==> config.mk <==
export PLATFORM = sky130hd
export DESIGN_NAME = tldl_ram
export DESIGN_NICKNAME = d
export VERILOG_FILES = /design/src/sv/tldl_ram.sv
export SDC_FILE = /design/constraint.sdc
export NUM_CORES = 2
export LEC_CHECK = 0
export ABC_AREA = 1
export BUFFER_PORTS_ARGS = -buffer_cell sky130_fd_sc_hd__buf_4
export CAP_MARGIN = 25
export CORE_AREA = 3 3 397 438
export DETAILED_ROUTE_END_ITERATION = 10
export DIE_AREA = 0 0 400 441
export SYNTH_ARGS = -nofsm -noshare
export SYNTH_HDL_FRONTEND = slang
export SYNTH_SLANG_ARGS = --single-unit
==> constraint.sdc <==
create_clock -name clk -period 10.47 [get_ports clk]
set_clock_uncertainty 0.1 [all_clocks]
set_input_delay 1.047 -clock clk [delete_from_list [all_inputs] [get_ports clk]]
set_output_delay 1.047 -clock clk [all_outputs]
set_load 0.02 [all_outputs]
==> src/sv/tldl_ram.sv <==
// Generic single-write, single-read RAM with registered read data.
module tldl_ram #(
  parameter int WIDTH = 32,
  parameter int DEPTH = 64,
  localparam int AW = $clog2(DEPTH)
) (
  input  logic             clk,
  input  logic             we,
  input  logic [AW-1:0]    waddr,
  input  logic [WIDTH-1:0] wdata,
  input  logic             re,
  input  logic [AW-1:0]    raddr,
  output logic [WIDTH-1:0] rdata
);

  logic [WIDTH-1:0] mem [DEPTH];

  always_ff @(posedge clk) begin
    if (we) begin
      mem[waddr] <= wdata;
    end
    if (re) begin
      rdata <= mem[raddr];
    end
  end

endmodule

# Word level (Yosys, flattened, before mapping)
# Memories as Yosys holds them, arrays and structs flattened. A register that Yosys moved wholly into a read port is not among the register bits.
# Cells that the tools add are included.
[totals] regBits=0 ram_bits=2048 word_cells=3 mem_count=1
[memory_table] memory="mem" depth=64 width=32 rd=1 rd_clocked_by_memory_dff=1 write_ports=1 line="16" source="logic [WIDTH-1:0] mem [DEPTH];"
[op_classes] muxes=2
[op_table] operator="$mux 1" n=2

# Depth between registers and ports, before layout
[logic_depth] ltp_word=2 depth_mapped=13

# Least setup slack after synthesis
# No wires, ideal clock.
[synth_path] path_type="input-to-reg" from="input we" to="memory mem[48][0], enable pin" setup_ns=0.502 arrival_time_ns=4.675 required_time_ns=9.868 path_slack_ns=5.193 cell_stages=3 n_path_buf=1 cell_sequence="clkbuf_1 > nand4_1 > nor4_1"
[synth_via] elab_chain_len=2
[synth_rtl] element="start: declaration" line="8" source="input logic we,"
[synth_rtl] element="$mux 1" line="19" source="if (we) begin"
[synth_rtl] element="$mux 1 (not written as such)" line="20" source="mem[waddr] <= wdata;"
[synth_rtl] element="end: declaration" line="16"
# No other way between the ends.

==> reports/results.tsv <==
metric	value	unit
Seq cells post-synth	2080	
Required @ worst endpoint	11.06	ns
critical-path cell list	buf_8 > inv_16 > buf_4 > buf_4 > nand2_1 > nand3_1 > nand3_1 > nand3_1 > nand3_1 > nand2_1 > nand2_1 > nand2_1	
Clk pwr share	40.6	%
post-synthesis sequential area ratio	75.2	%
GP Congestion	0.797	
Critical Path Sink	rdata[0]$_DFFE_PP_	
Crit. Startpoint	raddr[0]	
drc violations	0	
drt wl/cell	26.6	µm
H-Tree Depth	4	
most common cell after layout, fill and taps aside	nand2_1	
Avg Inst Size Synth	12.3	µm²
Bufs and invs on worst path	4	
sw power	3.95	mW
Ys Warns	0	
Final Hold Viols	0	
Final #Nets	6755	
initial core utilization	48.8	%
grt met3 use	4.04	%
die span in x	400	µm
clk root buf	clkbuf_16	
R2R Path End	rdata[0]$_DFFE_PP_	
Ports	79	
pwr dens	189	nW/µm²
Most Crowded Layer GR	met2	
Port Buffers	78	
RSZ-0062 raised after global routing	false	
failing checks	max-slew violations	
Max Slew Vio Count	104	
worst hold path type	input port to register	
syn nets	6816	
Setup Crit Path Kind	input port to register	
GRT Overall Usage	27.5	%
share of the synthesized area in the top cell type	75.2	%
pin count of the biggest net entering global routing	228	
post-synthesis cell type count	15	
Area contributors post-synth	edfxtp_1, nand3_1, nand2_1	
clk sink count	2080	
relative slew slack	-9.39	%
Vias	54100	
1st-iter DRT viols	6752	
total CTS buffers	201	
Die Footprint	176000	µm²
status	finished, violations left	
CTS Buffer Depth	3	
DRT Wirelength	243000	µm
startpoint types	input port	
vias in the first global route	51000	
Resized Gates After CTS	0	
met2 Use GR	44.2	%
global-route wire length before repair	353000	µm
leading area contributor after synthesis	edfxtp_1	
reg-to-reg startpoint	mem[62][0]$_DFFE_PP_	
via/cell ratio	5.92	
Rows	159	
Clock transition at path regs	0.06	ns
crit path max fanout	227	
period utilization	43.9	%
highest clock rate	0.218	GHz
Post-DP HPWL	119000	µm
Fill cells	14100	
Reg area	62500	µm²
total gr overflow	0	
Skew-Pair Late Insertion Delay	0.84	ns
area occupied by multi-input gates	18800	µm²
share of post-route cells with drive strength above 1	7.73	%
Detail Route Antenna Nets	0	
critical path's slowest cell	buf_4	
Setup TNS Final	0	ns
CP peak stage delay	0.92	ns
Util after Layout	54.1	%
min Tclk post-route	4.59	ns
Tightest Pin Transition	1.64	ns
Setup Viol. Count Final	0	
Post-CTS Setup Repair Bufs	0	
Comb pwr share	6.0	%
synthesized area	83100	µm²
P&R area growth vs syn	10.8	%
sw frac	22.7	%
core footprint	170000	µm²
Pre-Repair DR Iteration Count	6	
delay-heaviest family, CP	buffers and inverters	
CP Capture Type	register	
CTS tree	built	
R2R cell count	8	
VDD IR-drop max	0.184	mV
most frequent cells in the layout	nand2_1, edfxtp_1, nand3_1, clkbuf_16, buf_4	
initial antenna violation count	6	
cell count along the critical path	12	
GR Layer Usage met1	38.7	%
Sequential Power Share	53.4	%
crit path DAT	5.19	ns
Leak	32.0	nW
Cells after Synth	6769	
flop-to-flop setup slack	8.39	ns
CTS Hold Bufs	0	
Max Cap Violations	0	
internal power	13.4	mW
Die H	441	µm
-- power groups by stage --
stage          Combinational (mW)  Clock (mW)  Sequential [mW]
2_1_floorplan               0.567           0             9.44
3_3_place_gp                 1.03           0             9.45
3_5_place_dp                 1.04           0             9.45
4_1_cts                      1.04        7.15             9.27
5_1_grt                      1.13        7.48             9.27
6_report                     1.04        7.06             9.27
-- logic make-up (layout without fill, tap and decap cells) --
family	count (synthesis)	in the layout	synth area share, %
buffers and inverters	461	573	2.77
other	0	4	0
DFF	2080	2080	75.2
and+or+nand+nor	4228	4228	22.0
-- flip-flops by register name (all words and copies together), names as in the netlist --
register  flops
mem        2048
rdata        32
-- stage by stage --
stage,hold WS [ns],setup WS (ns),cells,area [µm²],power [mW]
2_1_floorplan,0.697,5.19,6769,83100,10.0
3_3_place_gp,0.755,5.25,8758,85700,10.5
3_5_place_dp,0.762,5.22,8759,85700,10.5
4_1_cts,0.611,6.13,9135,92000,17.5
5_1_grt,0.645,5.70,9135,92000,17.9
6_report,0.647,5.88,9139,92000,17.4
-- worst min path at each step --
stage                                     start              endpoint  depth (start not counted)
final                                 wdata[17]  mem[8][17]$_DFFE_PP_                          1
after CTS                              wdata[8]   mem[8][8]$_DFFE_PP_                          1
after global placement    mem[20][30]$_DFFE_PP_   rdata[30]$_DFFE_PP_                          8
after global routing                   wdata[8]   mem[9][8]$_DFFE_PP_                          1
after floorplan            mem[14][0]$_DFFE_PP_    rdata[0]$_DFFE_PP_                          8
after detailed placement   mem[10][3]$_DFFE_PP_    rdata[3]$_DFFE_PP_                          8
-- synthesized netlist by cell type, drive strengths merged --
cell	number
clkbuf	77
inv	12
edfxtp	2080
nor2	56
nand4	9
nand3	1907
buf	372
nor4	8
nand2	2248
-- layer usage --
metal / share of wire, % / wire (µm)
met5: 0.0062 / 15
met4: 3.3 / 8070
met3: 8.1 / 19800
met2: 48 / 116000
met1: 41 / 99800
-- final cells by class --
class	instances	share of cell area, %
timing repair buffer	185	1.68
antenna	4	0.0109
sequential	2080	67.9
clock inverter	122	1.16
clock buffer	254	5.75
inverter	12	0.0897
multi-input combinational	4228	20.4
tap	2254	3.06
No activity file was read; power rests on OpenSTA's default activity.
