[config.mk]
export PLATFORM = sky130hd
export DESIGN_NAME = tldl_ctrl
export DESIGN_NICKNAME = d
export VERILOG_FILES = /design/src/sv/tldl_pkg.sv /design/src/sv/tldl_ctrl.sv
export SDC_FILE = /design/constraint.sdc
export NUM_CORES = 1
export LEC_CHECK = 0
export BUFFER_PORTS_ARGS = -buffer_cell sky130_fd_sc_hd__buf_2
export CAP_MARGIN = 20
export CELL_PAD_IN_SITES_DETAIL_PLACEMENT = 1
export CELL_PAD_IN_SITES_GLOBAL_PLACEMENT = 1
export CORE_MARGIN = 2
export CORE_UTILIZATION = 40
export CTS_CLUSTER_SIZE = 8
export DETAILED_ROUTE_END_ITERATION = 10
export PLACE_DENSITY_LB_ADDON = 0.12
export SYNTH_ARGS = -nofsm -noshare
export SYNTH_HDL_FRONTEND = slang
export SYNTH_SLANG_ARGS = --single-unit
export TNS_END_PERCENT = 1
[constraint.sdc]
create_clock -name clk -period 15.1 [get_ports clk]
set_input_delay 2.265 -clock clk [delete_from_list [all_inputs] [get_ports clk]]
set_output_delay 2.265 -clock clk [all_outputs]
set_load 0.02 [all_outputs]
[src/sv/tldl_pkg.sv]
// Shared constants and types of the timestamped latency delay line.
package tldl_pkg;

  localparam int DEPTH_DEF      = 64;
  localparam int COMPONENTS_DEF = 3;

  localparam int TIME_W     = 40;
  localparam int VALUE_W    = 32;
  localparam int DELAY_W    = 24;
  localparam int MAX_COMP   = 3;
  localparam int IN_DATA_W  = TIME_W + MAX_COMP * VALUE_W;
  localparam int OUT_DATA_W = MAX_COMP * VALUE_W;

  localparam int APB_DATA_W = 32;
  localparam int CFG_ADDR_W = 3;
  localparam int CFG_IDX_W  = 1;

  // register index, taken from paddr above the byte offset
  localparam logic [CFG_IDX_W-1:0] REG_DELAY = 1'b0;

  typedef struct packed {
    logic time_we;
    logic val_we;
    logic time_re;
    logic val_re;
    logic load_out;
    logic overflow;
  } tldl_cmd_t;

endpackage

[src/sv/tldl_ctrl.sv]
// Ring sequencer: pointers, fill count, insert and expiry scan over the time store.
module tldl_ctrl #(
  parameter int DEPTH = tldl_pkg::DEPTH_DEF,
  localparam int AW = $clog2(DEPTH),
  localparam int CW = $clog2(DEPTH + 1)
) (
  input  logic                         clk,
  input  logic                         rst,
  input  logic                         in_fire,
  input  logic                         out_free,
  input  logic [tldl_pkg::TIME_W-1:0]  now,
  input  logic [tldl_pkg::DELAY_W-1:0] delay,
  input  logic [tldl_pkg::TIME_W-1:0]  time_rdata,
  output logic                         ready,
  output tldl_pkg::tldl_cmd_t          cmd,
  output logic [AW-1:0]                waddr,
  output logic [AW-1:0]                raddr
);

  localparam logic [AW-1:0] LAST = AW'(DEPTH - 1);
  localparam logic [CW-1:0] FULL = CW'(DEPTH);
  localparam logic [CW-1:0] ONE  = CW'(1);

  typedef enum logic [3:0] {
    ST_IDLE  = 4'b0001,
    ST_WRITE = 4'b0010,
    ST_SCAN  = 4'b0100,
    ST_OUT   = 4'b1000
  } tldl_state_t;

  tldl_state_t   state, state_next;
  logic [AW-1:0] oldest, oldest_next;
  logic [AW-1:0] newest, newest_next;
  logic [CW-1:0] fill, fill_next;
  logic          flag, flag_next;
  logic          expired;

  function automatic logic [AW-1:0] slot_inc(input logic [AW-1:0] s);
    slot_inc = (s == LAST) ? '0 : s + 1'b1;
  endfunction

  // exact 41-bit compare: stored time plus delay strictly below the new time
  assign expired = ({1'b0, time_rdata} + (tldl_pkg::TIME_W + 1)'(delay)) < {1'b0, now};

  always_comb begin
    state_next  = state;
    oldest_next = oldest;
    newest_next = newest;
    fill_next   = fill;
    flag_next   = flag;
    cmd         = '0;
    waddr       = newest;
    raddr       = oldest;
    unique case (state)
      ST_IDLE: begin
        if (in_fire) begin
          cmd.time_re = 1'b1;
          flag_next   = 1'b0;
          state_next  = ST_WRITE;
        end
      end
      ST_WRITE: begin
        // a full ring gives up its oldest entry before the insert
        if (fill == FULL) begin
          flag_next   = !expired;
          oldest_next = slot_inc(oldest);
          fill_next   = fill;
        end else begin
          fill_next = fill + ONE;
        end
        cmd.time_we = 1'b1;
        cmd.val_we  = 1'b1;
        newest_next = slot_inc(newest);
        raddr       = (fill == FULL) ? slot_inc(oldest) : oldest;
        cmd.time_re = 1'b1;
        state_next  = ST_SCAN;
      end
      ST_SCAN: begin
        if (fill > ONE && expired) begin
          oldest_next = slot_inc(oldest);
          fill_next   = fill - ONE;
          raddr       = slot_inc(oldest);
          cmd.time_re = 1'b1;
        end else begin
          cmd.val_re = 1'b1;
          state_next = ST_OUT;
        end
      end
      ST_OUT: begin
        if (out_free) begin
          cmd.load_out = 1'b1;
          state_next   = ST_IDLE;
        end
      end
      default: state_next = ST_IDLE;
    endcase
    cmd.overflow = flag;
  end

  assign ready = (state == ST_IDLE);

  always_ff @(posedge clk) begin
    if (rst) begin
      state  <= ST_IDLE;
      oldest <= '0;
      newest <= '0;
      fill   <= '0;
      flag   <= 1'b0;
    end else begin
      state  <= state_next;
      oldest <= oldest_next;
      newest <= newest_next;
      fill   <= fill_next;
      flag   <= flag_next;
    end
  end

endmodule

-- Word-level counts from Yosys, hierarchy flattened
Cells that the tools add are included.
- bits in registers: 24
- input bits: 108
- output and inout bits: 19
- add/sub/neg operators: 5
- magnitude comparators: 2
- eq/ne operators: 13
- mux-type cells: 23
- reductions and logical operators: 7
- operators with widths (operator ; count):
    $add A40 B24 Y41 ; 1
    $lt A41 B40 Y1 ; 1
    $mux W6 ; 4
    $pmux W4 S4 ; 1
    $mux W7 ; 2
    $pmux W7 S2 ; 1
    $add A6 B1 Y6 const B ; 2
    $eq A6 B6 Y1 const B ; 2
    $mux W4 ; 3
    $ne A2 B2 Y1 const B ; 6
    $pmux W6 S2 ; 1
    $reduce_and A3 Y1 ; 3
    $mux W1 ; 8
    $add A7 B1 Y7 const B ; 1
    $eq A7 B7 Y1 const B ; 1
    $gt A7 B1 Y1 const B ; 1
    $sub A7 B1 Y7 const B ; 1
    $eq A4 B1 Y1 const B ; 1
    $eq A4 B2 Y1 const B ; 1
    $eq A4 B3 Y1 const B ; 1
    $eq A4 B4 Y1 const B ; 1
    $reduce_bool A2 Y1 ; 2
    $pmux W1 S3 ; 1
    $mux W2 ; 1
    other kinds (3) ; 3

-- Depth between registers and ports, before layout
- depth after elaboration: 5
- gate-level depth with buffers: 22
- depth with buffers taken out: 20

-- Least setup slack after synthesis
OpenSTA, ideal clock, no wires.
- kind: input to output
- from: input delay[0] in the netlist's numbering
- to: output raddr[2]
- data arrival time: 6.914 ns
- setup slack: 5.921 ns
- cell stages on the path: 21
- cell sequence: ha_1 > inv_1 > fa_1 > nand2b_1 > a211o_1 > a31o_2 > o211ai_2 > a21oi_1 > nor3_1 > nand3_1 > xnor2_1 > ha_1 > a21oi_1 > o22ai_1 > o21a_1 > o21a_1 > or3_1 > or3_1 > buf_6 > a21boi_1 > xor2_1
- longest elaborated chain between the ends: 5
- ends and longest elaborated chain (what ; line ; source):
    start, declared ; tldl_ctrl.sv:12 ; input logic [tldl_pkg::DELAY_W-1:0] delay,
    $add A40 B24 Y41 ; tldl_ctrl.sv:43 ; assign expired = ({1'b0, time_rdata} + (tldl_pkg::TIME_W + 1)'(delay)) < {1'b0, now};
    $lt A41 B40 Y1 ; tldl_ctrl.sv:43 ;
    $logic_and A1 B1 Y1 ; tldl_ctrl.sv:79 ; if (fill > ONE && expired) begin
    $mux W6 ; - ;
    $pmux W6 S2 ; - ;
    end, declared ; tldl_ctrl.sv:17 ; output logic [AW-1:0] raddr
Every way passes these cells.

-- Worst setup path after layout
Same ends and word-level chain as after synthesis.

==> results.yml <==
timing:
  finalMaxSlewViolations: 0
  setup_violations: 0
  rsz0062_at_grt: "false"
  hold_ws_ps: 487
  tns_ps: 0
  hold_violations: 0
  skew_ps: 5.70
  max_slew.worst_pin.slew_ps: 866
  fmax_ghz: 0.0986
  period_minus_slack_ps: 10140
  slew_headroom: 0.414
  min_period_over_period: 0.672
power:
  p_sw_frac: 0.380
  powerDensity_mw_per_mm2: 53.7
  p_comb_frac: 0.511
  internal-power_uw: 158
  ir_worst_vdd_uv: 33.9
  power_frac_seq: 0.256
  pwr-share-clk: 0.232
  switchingPower_uw: 96.8
  leakagePower_uw: 0.00242
clocking:
  ctsHoldBuffers: 0
  cts_setup_buffers: 0
  h-tree-depth: 1
  clock_latency_ps: 280
  clock-sinks: 24
  cts-resized-gates: 0
  cts.path.max_buffers: 2
  cts_root_buf: "clkbuf_8"
  clk_pin_slew_worst_paths_ps: 90
  cts_buffers: 3
  tritoncts: "yes"
place:
  io_buffers: 126
  gp_congestion: 0.821
  dp_hpwl_um: 9800
finish:
  drive_above_1_share: 0.224
  fillers: 1296
  fin_util: 0.490
  antenna_cells: 0
  nets: 831
  area_growth_pct: 20.3
global_routing:
  grt_use_total: 0.210
  grt_pass1_wl_um: 18500
  antenna_found_initial: 0
  grt_overflow: 0
  grt_max_degree: 31
  grt_pass1_vias: 4230
setup_path:
  setup.worst_path.class: "in -> out"
  crit-reg2reg-launch: "state[0]$_SDFFE_PP1P_"
  critical_path_required_ps: 12840
  crit_end: "raddr[2]"
  cp-end-kind: "primary output"
  crit_family: "simple AND/OR/NAND/NOR gates"
  path_cells: "buf_2 > ha_1 > inv_1 > fa_1 > nand2b_1 > a211o_1 > a31o_2 > o211ai_2 > a21oi_1 > nor3_1 > and3_1 > xor2_1 > ha_1 > nand4_1 > nor4_1 > a221oi_1 > o32ai_1 > or3_1 > or3_1 > a21boi_1 > xor2_1 > buf_2"
  cp_slowest_stage_delay_ps: 740
  cp.depth: 22
  crit_start: "delay[0]"
  cp_data_arrival_time_ps: 7880
  cp_max_fo: 18
  r2r-end: "fill[5]$_SDFFE_PP0P_"
  critPathBufInv: 3
  ff2ff_setup_slack_ps: 12210
  start_kind: "primary input"
  crit_slowest_cell: "nor3_1"
  rr_worst_depth: 5
logic_synthesis:
  async_reset_ff_frac: 0
  seq_area_frac_synth: 0.122
  synth_cell_types: 58
  ys_ff_latch: 24
  yosys.area.top_type_share: 0.216
  ys_warn_count: 0
  yosys-top-cells-area: "ha_1 (22%), dfxtp_1 (12%), xnor2_1 (6.9%)"
  synth_edf_count: 0
  synth_flop_cell: "dfxtp_1"
  synth_most_common_cell: "ha_1"
  yosysTopAreaCell: "ha_1"
  syn_area_mm2: 0.00394
  syn_inst: 535
  synth.avg_cell_area_um2: 7.37
  syn_nets: 712
  synth_common_cells: "ha_1 (68), inv_1 (61), a21oi_1 (53)"
detailed_routing:
  via_per_inst: 5.33
  wl_um: 11300
  vias: 4191
  drc_errors: 0
  first_pass_iters: 4
  ant_nets: 0
  drtIter0Drc: 72
  wl_per_cell_um: 14.3
run_status:
  outcome: "finished clean"
die:
  die_h_um: 103
  die_w_um: 103
  ioPinCount: 127
  die-area_mm2: 0.0107
  placementRows: 36
  core_mm2: 0.00968
  initial_utilization: 0.407
min_path:
  hp-class: "reg -> reg"
flow_run:
  cap_violations: 0
## per-layer routing
layer,part of all wire,GRT usage
met3,0.030,0.0114
met1,0.45,0.254
met5,0,0
met2,0.52,0.416
met4,0.0055,0.0273
## per-stage QoR
stage | cell area [um2] | power [uW] | setup slack, ps | cells
CTS | 4740 | 257 | 4940 | 786
finish | 4740 | 255 | 4960 | 786
detailed placement | 4670 | 199 | 4930 | 782
global route | 4740 | 278 | 4420 | 786
global placement | 4670 | 194 | 5210 | 782
floorplan | 3940 | 156 | 5920 | 535
## cells in the final DEF (no fill, tap or decap), drive strengths merged, types with 6 or more instances in the layout
cell,synthesis,final
buf,5,126
ha,68,68
inv,61,61
a21oi,53,53
nor2,39,39
nand2,38,38
xnor2,31,31
nand3,25,25
dfxtp,24,24
o21ai,21,21
nand4,12,12
xor2,12,12
and3,11,11
nor2b,10,10
a21o,10,10
nor3,9,9
and2,9,9
or3,8,8
o21bai,6,6
mux2,6,6
## state kept, by name (all words and copies together), names as in the netlist
name    count
flag        1
fill        7
state       4
oldest      6
waddr       6
## kinds of logic after synthesis
family / share of synthesized area
AND/OR/NAND/NOR: 0.245
buffers and inverters: 0.0752
multiplexers: 0.0222
XOR/XNOR: 0.0956
flip-flops: 0.122
adder cells (fa/ha/maj): 0.221
AO/OA/AOI/OAI: 0.219
## power by group through the flow
stage	clock network, uW	logic, uW	registers [uW]
after floorplan	0	89.4	66.6
after global placement	0	127	66.7
after detailed placement	0	132	66.7
after CTS	59.4	133	65.2
after global routing	62.9	149	65.5
final	59.2	130	65.3
## how the worst min path moves through the flow
| stage | start | to | slack [ps] | cells past startpoint |
|---|---|---|---|---|
| 6_report | flag$_SDFFE_PP0P_ | flag$_SDFFE_PP0P_ | 490 | 2 |
| 5_1_grt | flag$_SDFFE_PP0P_ | flag$_SDFFE_PP0P_ | 520 | 2 |
| 4_1_cts | flag$_SDFFE_PP0P_ | flag$_SDFFE_PP0P_ | 490 | 2 |
| 3_5_place_dp | flag$_SDFFE_PP0P_ | flag$_SDFFE_PP0P_ | 470 | 2 |
| 3_3_place_gp | flag$_SDFFE_PP0P_ | flag$_SDFFE_PP0P_ | 470 | 2 |
| 2_1_floorplan | flag$_SDFFE_PP0P_ | flag$_SDFFE_PP0P_ | 440 | 2 |
## layout make-up
cell class	count	area, um2	area share
Inverter	61	229	0.0483
Clock inverter	1	30.0	0.00633
Timing Repair Buffer	126	631	0.133
Sequential cell	24	480	0.101
Clock buffer	3	41.3	0.00871
Multi-Input combinational cell	438	3160	0.667
Tap cell	133	166	0.0351
## tightest hold or removal path: stages, from the launching register on
cell and delay [ps]:
dfxtp_1 330, nand3_1 60, a21oi_1 50
Power figures use the tool's default switching activity.
